$ cat src/hdl/nlro_pkg.sv
// ----------------------------------------------------------------------------
// nlro_pkg
// Shared types and constants of the note loop recorder.
// ----------------------------------------------------------------------------
`default_nettype none

package nlro_pkg;

  // results per tick are capped at this count
  localparam logic [6:0]  MAX_RESULTS = 7'd64;
  localparam logic [15:0] LOOP_RESET  = 16'd4800;
  localparam logic [2:0]  OCT_LOW     = 3'd4;
  localparam logic [2:0]  OCT_HIGH    = 3'd6;

  // item command codes
  localparam logic CMD_TICK = 1'b0;
  localparam logic CMD_KEY  = 1'b1;

  // one stored event
  typedef struct packed {
    logic [15:0] stamp;
    logic        kind;
    logic [2:0]  octave;
    logic [3:0]  note;
  } nlro_entry_t;

  // controller to datapath
  typedef struct packed {
    logic cap;
    logic clear_all;
    logic emit_rall;
    logic rec_write;
    logic scan_init;
    logic scan_take;
    logic emit_last;
    logic adv;
    logic rec_clear;
    logic merge_start;
    logic merge_step;
    logic merge_finish;
    logic merge_sel;
  } nlro_cmd_t;

  // datapath to controller
  typedef struct packed {
    logic fall;
    logic en;
    logic is_key;
    logic scan_more;
    logic due;
    logic oct_ok;
    logic held_valid;
    logic out_free;
    logic wrap;
    logic merge_ok;
    logic merge_done;
  } nlro_status_t;

endpackage

`default_nettype wire

$ cat src/hdl/nlro_ctrl.sv
// ----------------------------------------------------------------------------
// nlro_ctrl
// Sequencer for capture, key recording, release-all, playback scan, loop wrap and record merge.
// ----------------------------------------------------------------------------
`default_nettype none

module nlro_ctrl (
  input  wire logic                  clk,
  input  wire logic                  rst,
  input  wire logic                  in_valid,
  output logic                       in_stall,
  input  wire nlro_pkg::nlro_status_t sts,
  output nlro_pkg::nlro_cmd_t        cmd_o
);

  typedef enum logic [3:0] {
    IDLE, DEC, RALL, P_RD, P_CHK, P_FIN, ADV, WRAP, M_RD, M_WR
  } state_t;

  state_t state, state_next;

  // state register
  always_ff @(posedge clk) begin
    if (rst) begin
      state <= IDLE;
    end else begin
      state <= state_next;
    end
  end

  assign in_stall = (state != IDLE);

  // next state and commands
  always_comb begin
    state_next = state;
    cmd_o      = '0;
    cmd_o.merge_sel = (state == M_RD) || (state == M_WR);
    case (state)
      IDLE: begin
        if (in_valid) begin
          cmd_o.cap  = 1'b1;
          state_next = DEC;
        end
      end
      DEC: begin
        if (sts.fall) begin
          cmd_o.clear_all = 1'b1;
          state_next      = RALL;
        end else if (!sts.en) begin
          state_next = IDLE;
        end else if (sts.is_key) begin
          cmd_o.rec_write = 1'b1;
          state_next      = IDLE;
        end else begin
          cmd_o.scan_init = 1'b1;
          state_next      = P_RD;
        end
      end
      RALL: begin
        if (sts.out_free) begin
          cmd_o.emit_rall = 1'b1;
          state_next      = IDLE;
        end
      end
      P_RD: begin
        state_next = sts.scan_more ? P_CHK : P_FIN;
      end
      P_CHK: begin
        if (!sts.due) begin
          state_next = P_FIN;
        end else if (!(sts.oct_ok && sts.held_valid && !sts.out_free)) begin
          cmd_o.scan_take = 1'b1;
          state_next      = P_RD;
        end
      end
      P_FIN: begin
        if (!sts.held_valid) begin
          state_next = ADV;
        end else if (sts.out_free) begin
          cmd_o.emit_last = 1'b1;
          state_next      = ADV;
        end
      end
      ADV: begin
        cmd_o.adv  = 1'b1;
        state_next = WRAP;
      end
      WRAP: begin
        if (!sts.wrap) begin
          state_next = IDLE;
        end else if (sts.merge_ok) begin
          cmd_o.merge_start = 1'b1;
          state_next        = M_RD;
        end else begin
          cmd_o.rec_clear = 1'b1;
          state_next      = IDLE;
        end
      end
      M_RD: begin
        if (sts.merge_done) begin
          cmd_o.merge_finish = 1'b1;
          state_next         = IDLE;
        end else begin
          state_next = M_WR;
        end
      end
      M_WR: begin
        cmd_o.merge_step = 1'b1;
        state_next       = M_RD;
      end
      default: begin
        state_next = IDLE;
      end
    endcase
  end

endmodule

`default_nettype wire

$ cat config.mk
export PLATFORM = sky130hd
export DESIGN_NAME = nlro_ctrl
export DESIGN_NICKNAME = d
export VERILOG_FILES = /design/src/hdl/nlro_pkg.sv /design/src/hdl/nlro_ctrl.sv
export SDC_FILE = /design/constraint.sdc
export NUM_CORES = 1
export LEC_CHECK = 0
export BUFFER_PORTS_ARGS = -buffer_cell sky130_fd_sc_hd__buf_2
export CAP_MARGIN = 5
export CORE_AREA = 2 2 39 41
export DETAILED_ROUTE_END_ITERATION = 10
export DIE_AREA = 0 0 41 43
export HOLD_SLACK_MARGIN = 0.1
export PLACE_DENSITY_LB_ADDON = 0.05
export RECOVER_POWER = 25
export SLEW_MARGIN = 15
export SYNTH_ARGS = -nofsm -noshare
export SYNTH_HDL_FRONTEND = slang
export SYNTH_SLANG_ARGS = --single-unit
$ cat constraint.sdc
create_clock -name clk -period 1.7 [get_ports clk]
set_input_delay 0.17 -clock clk [delete_from_list [all_inputs] [get_ports clk]]
set_output_delay 0.17 -clock clk [all_outputs]
set_load 0.005 [all_outputs]
---- Word-level counts from Yosys, hierarchy flattened ----
Index checks and enable logic that the tools add are counted.
word-level totals
  output and inout bits ................... 14
  register bits after elaboration ......... 4
  word-level logic and storage cells ...... 59
  input bits .............................. 14
cells by class
  multiplexer cells ....................... 38
  equality and inequality tests ........... 13
  reductions and logical operators ........ 7
operators with widths
  kind                number
  $mux 4              11
  $pmux 4 s10         1
  $mux 1              20
  $eq 4x3->1 const B  4
  $mux 2              6
  $eq 4x2->1 const B  2
  $eq 4x4->1 const B  2
  $ne 3x3->1 const B  2
  $eq 4x1->1 const B  1
  $logic_not 4->1     1
  $ne 2x2->1 const B  2
  $reduce_and 4->1    1
  $reduce_bool 4->1   1
  $logic_and 1x1->1   2
  $logic_not 1->1     1
  $logic_or 1x1->1    1

---- Logic depth before layout (Yosys ltp) ----
  depth after elaboration ................. 5
  mapped depth ............................ 6
  gate-level depth less buffers ........... 5

---- Worst setup path after synthesis ----
No wires, ideal clock.
  path type ............................... register to register
  from .................................... register state[1]
  to ...................................... register state[2]
  library setup time ...................... 114 ps
  period minus slack after synthesis ...... 1310 ps
  cell stages (with the launch flop) ...... 7
  data required time ...................... 1586 ps
  buffers on the path ..................... 1
  slack ................................... 390 ps
  arrival time ............................ 1196 ps
  cell sequence ........................... dfxtp_1 > buf_2 > nor4b_2 > nand4_1 > nand2_1 > mux2i_1 > nor2_1
between the ends
  cells in the longest elaborated chain, start to end .. 3
  elaborated cells on any way between the ends .. 16
  those cells by class .................... eq/ne: 13; mux: 1; reduce/logical: 2
ends and longest elaborated chain
  item                                                       line             text
  start: declaration                                         nlro_ctrl.sv:20  state_t state, state_next;
  start signal: assignment                                   nlro_ctrl.sv:27  state <= state_next;
  $eq 4x3->1 (tied with other cells)                         nlro_ctrl.sv:38  case (state)
  $ne 3x3->1 (no source line) or $ne 2x2->1 (tied branches)  --
  $reduce_and 4->1 (no source line)                          --
Several ways; a longest one is shown, not always the timed one.
A chain may end at the register's enable or synchronous reset.

==> flow_summary_export.csv <==
group,metric,value,unit
cells_and_area,diodes,0,
clock_network,cts_setup_buffers,0,
yosys,yosysWarnings,0,
critical_path,start_kind,"register",
global_routing,grt_use_total,0.171,
drt,via_count,596,
place,dpl.hpwl,1.02,mm
critical_path,worst-path-max-fanout,8,
timing,slew_viol_final,0,
yosys,ys_ff_latch,4,
floorplanning,die_x,41,um
pwr,p_leak,0.319,nW
clock_network,cts-root-buf,"clkbuf_4",
timing,fin_crit_sh,0.946,
floorplanning,die-area,1760,um^2
yosys,netlist.area_leader.share,0.178,
yosys,syn-instance-count,65,
timing,max_freq,622,MHz
cells_and_area,final_cell_area,634,um^2
timing,fin_crit,1.61,ns
timing,fin_tns_setup,0,ns
critical_path,crit_chain,"buf_4, nor4b_2, nand2_1, a21oi_1, buf_2",
critical_path,critPathRequiredTime,1.53,ns
timing,hold_viol_final,0,
critical_path,critical-path-slowest-cell,"dfxtp_1",
clock_network,clk_pin_slew,0.04,ns
critical_path,criticalPathCategory,"reg2out",
yosys,synth_most_common_cell,"nand2_1",
floorplanning,io-pin-count,28,
timing,holdWs,0.134,ns
timing,max_slew.worst_pin.slew,0.437,ns
yosys,yosysTopAreaCell,"dfxtp_1",
clock_network,cts_sinks,4,
critical_path,rr_startpoint,"state[1]$_SDFFE_PP0P_",
yosys,synthesis.nets,79,
critical_path,worstSetupEndpointType,"output port",
clock_network,clk_latency,0.24,ns
drt,drt_iter0_markers,15,
critical_path,crit_start,"state[3]$_SDFFE_PP0P_",
global_routing,antenna_found_initial,0,
critical_path,crit_path_max_incr_delay,0.38,ns
yosys,synth_edf_count,0,
timing,setup_violations,0,
yosys,synth_common_cells,"6 x nand2_1, 5 x nor2_1, 5 x nor3_1, 5 x o21ai_0",
timing,rsz0062_at_grt,"no",
timing,slew_headroom,0.701,
floorplanning,core.rowCount,14,
clock_network,cts_tree,"yes",
drt,wl,1.35,mm
hold_path,hold_start,"rst",
yosys,yosys-top-cells-area,"dfxtp_1 18%, and3_1 5.6%, nor3_1 5.6%",
timing,layout_setup_ws,0.0919,ns
global_routing,grt_pass1_vias,505,
clock_network,numCtsBuffers,3,
drt,avgViaCountPerCell,5.47,
floorplanning,fp.dieH,43,um
floorplanning,core_area,1380,um^2
timing,clock-skew-final,0.00657,ns
job,maxCapViolations,0,
drt,wl_per_cell,12.4,um
place,gp_congestion,0.774,
global_routing,gr-total-overflow,0,
clock_network,cts_hold_buffers,0,
place,dp_slack,0.141,ns
pwr,powerDensity,575,nW/um^2
cells_and_area,largest_reg_flops,4,
cells_and_area,top_register,"state",
place,placed_area,599,um^2
floorplanning,initial_utilization,0.325,
global_routing,grt_first_pass_wirelength,2.08,mm
yosys,syn_area,449,um^2
yosys,synth.avg_cell_area,6.91,um^2
cells_and_area,finalNetCount,109,
clock_network,htreeDepth,1,
pwr,ir_drop,0.363,mV
cells_and_area,final_core_util,0.458,
yosys,synth-async-reset-ratio,0,
critical_path,cp.arrival,1.44,ns
drt,remaining_drc_errors,0,
cells_and_area,top_regs,"state (4)",
place,port_buffers,27,
status,outcome,"complete, no violations",
yosys,seq_area_frac_synth,0.178,
drt,firstDrtPassIters,4,
drt,ant_nets,0,
global_routing,grt_max_degree,17,
hold_path,hp-class,"in2reg",
cells_and_area,drive_above_1_share,0.409,
clock_network,clockBufferDepth,2,
yosys,dominantRegCellSynth,"dfxtp_1",
cells_and_area,syn_to_final_growth,41.2,%
yosys,synth_cell_types,27,
==> logic make-up after synthesis <==
family                 after synthesis  share of synthesized area
and+or+nand+nor                     36                      0.462
AOI/OAI and AO/OA                   16                      0.245
buffers and inverters                7                     0.0696
DFF                                  4                      0.178
muxes                                2                     0.0446
==> worst paths after layout <==
path / end / slack, ns / cells after the start
worst max-delay path: cmd_o[7] / 0.09 / 5
worst max register to register: state[1]$_SDFFE_PP0P_ / 0.17 / 6
worst min-delay path: state[0]$_SDFFE_PP0P_ / 0.13 / 2
worst min register to register: state[2]$_SDFFE_PP0P_ / 0.64 / 2
==> placed cells by master, fill, tap and decap left out, types with 2 or more instances in the layout <==
cell type	Yosys	layout
dfxtp_1	4	2
clkbuf_4	0	3
nor2_1	5	4
a21oi_1	4	4
nand2_1	6	6
and3_1	4	4
buf_2	4	27
nand3_1	3	3
nor3b_1	3	3
o21ai_0	5	5
and2_1	2	2
inv_1	3	3
buf_4	0	2
nor3_1	5	5
nand4_1	2	2
mux2i_1	2	2
==> where the power goes <==
group          switching, mW  leakage [nW]  internal, mW  total [mW]
registers             0.0221        0.0337         0.102       0.124
clock network         0.0453        0.0138        0.0794       0.125
logic                 0.0555         0.272        0.0602       0.116
==> timing repair <==
| item | in CTS | in global routing |
|---|---|---|
| endpoints found under the hold margin | 0 | 0 |
| resized for setup | 3 | 2 |
| setup endpoints to repair | 3 | 2 |
==> per-stage QoR <==
step	cells	power, mW
after floorplan	65	0.190
final	109	0.364
after detailed placement	106	0.235
after global routing	109	0.386
after global placement	106	0.235
after CTS	109	0.362
==> area by class of cell <==
cell class                      instances  area, um^2
Clock buffer                            3        22.5
Fill cell                             159         749
Inverter                                3        11.3
Multi-Input combinational cell         54         345
Sequential cell                         4        85.1
Tap cell                               16        20.0
Timing Repair Buffer                   29         150
==> worst max-delay path, delay by kind of cell (launching register included) <==
| kind | cells | cell delay [ns] |
|---|---|---|
| AOI/OAI and AO/OA | 1 | 0.13 |
| and+or+nand+nor | 2 | 0.37 |
| DFF | 1 | 0.38 |
| buffers and inverters | 2 | 0.32 |
==> layer usage <==
metal	vias to the layer above	track usage	share of wire
met3	2	0.0524	0.10
met5	-	0	0
li1	298	-	-
met2	35	0.250	0.45
met1	261	0.229	0.44
met4	0	0.0600	0.0089
Power figures use the tool's default switching activity.
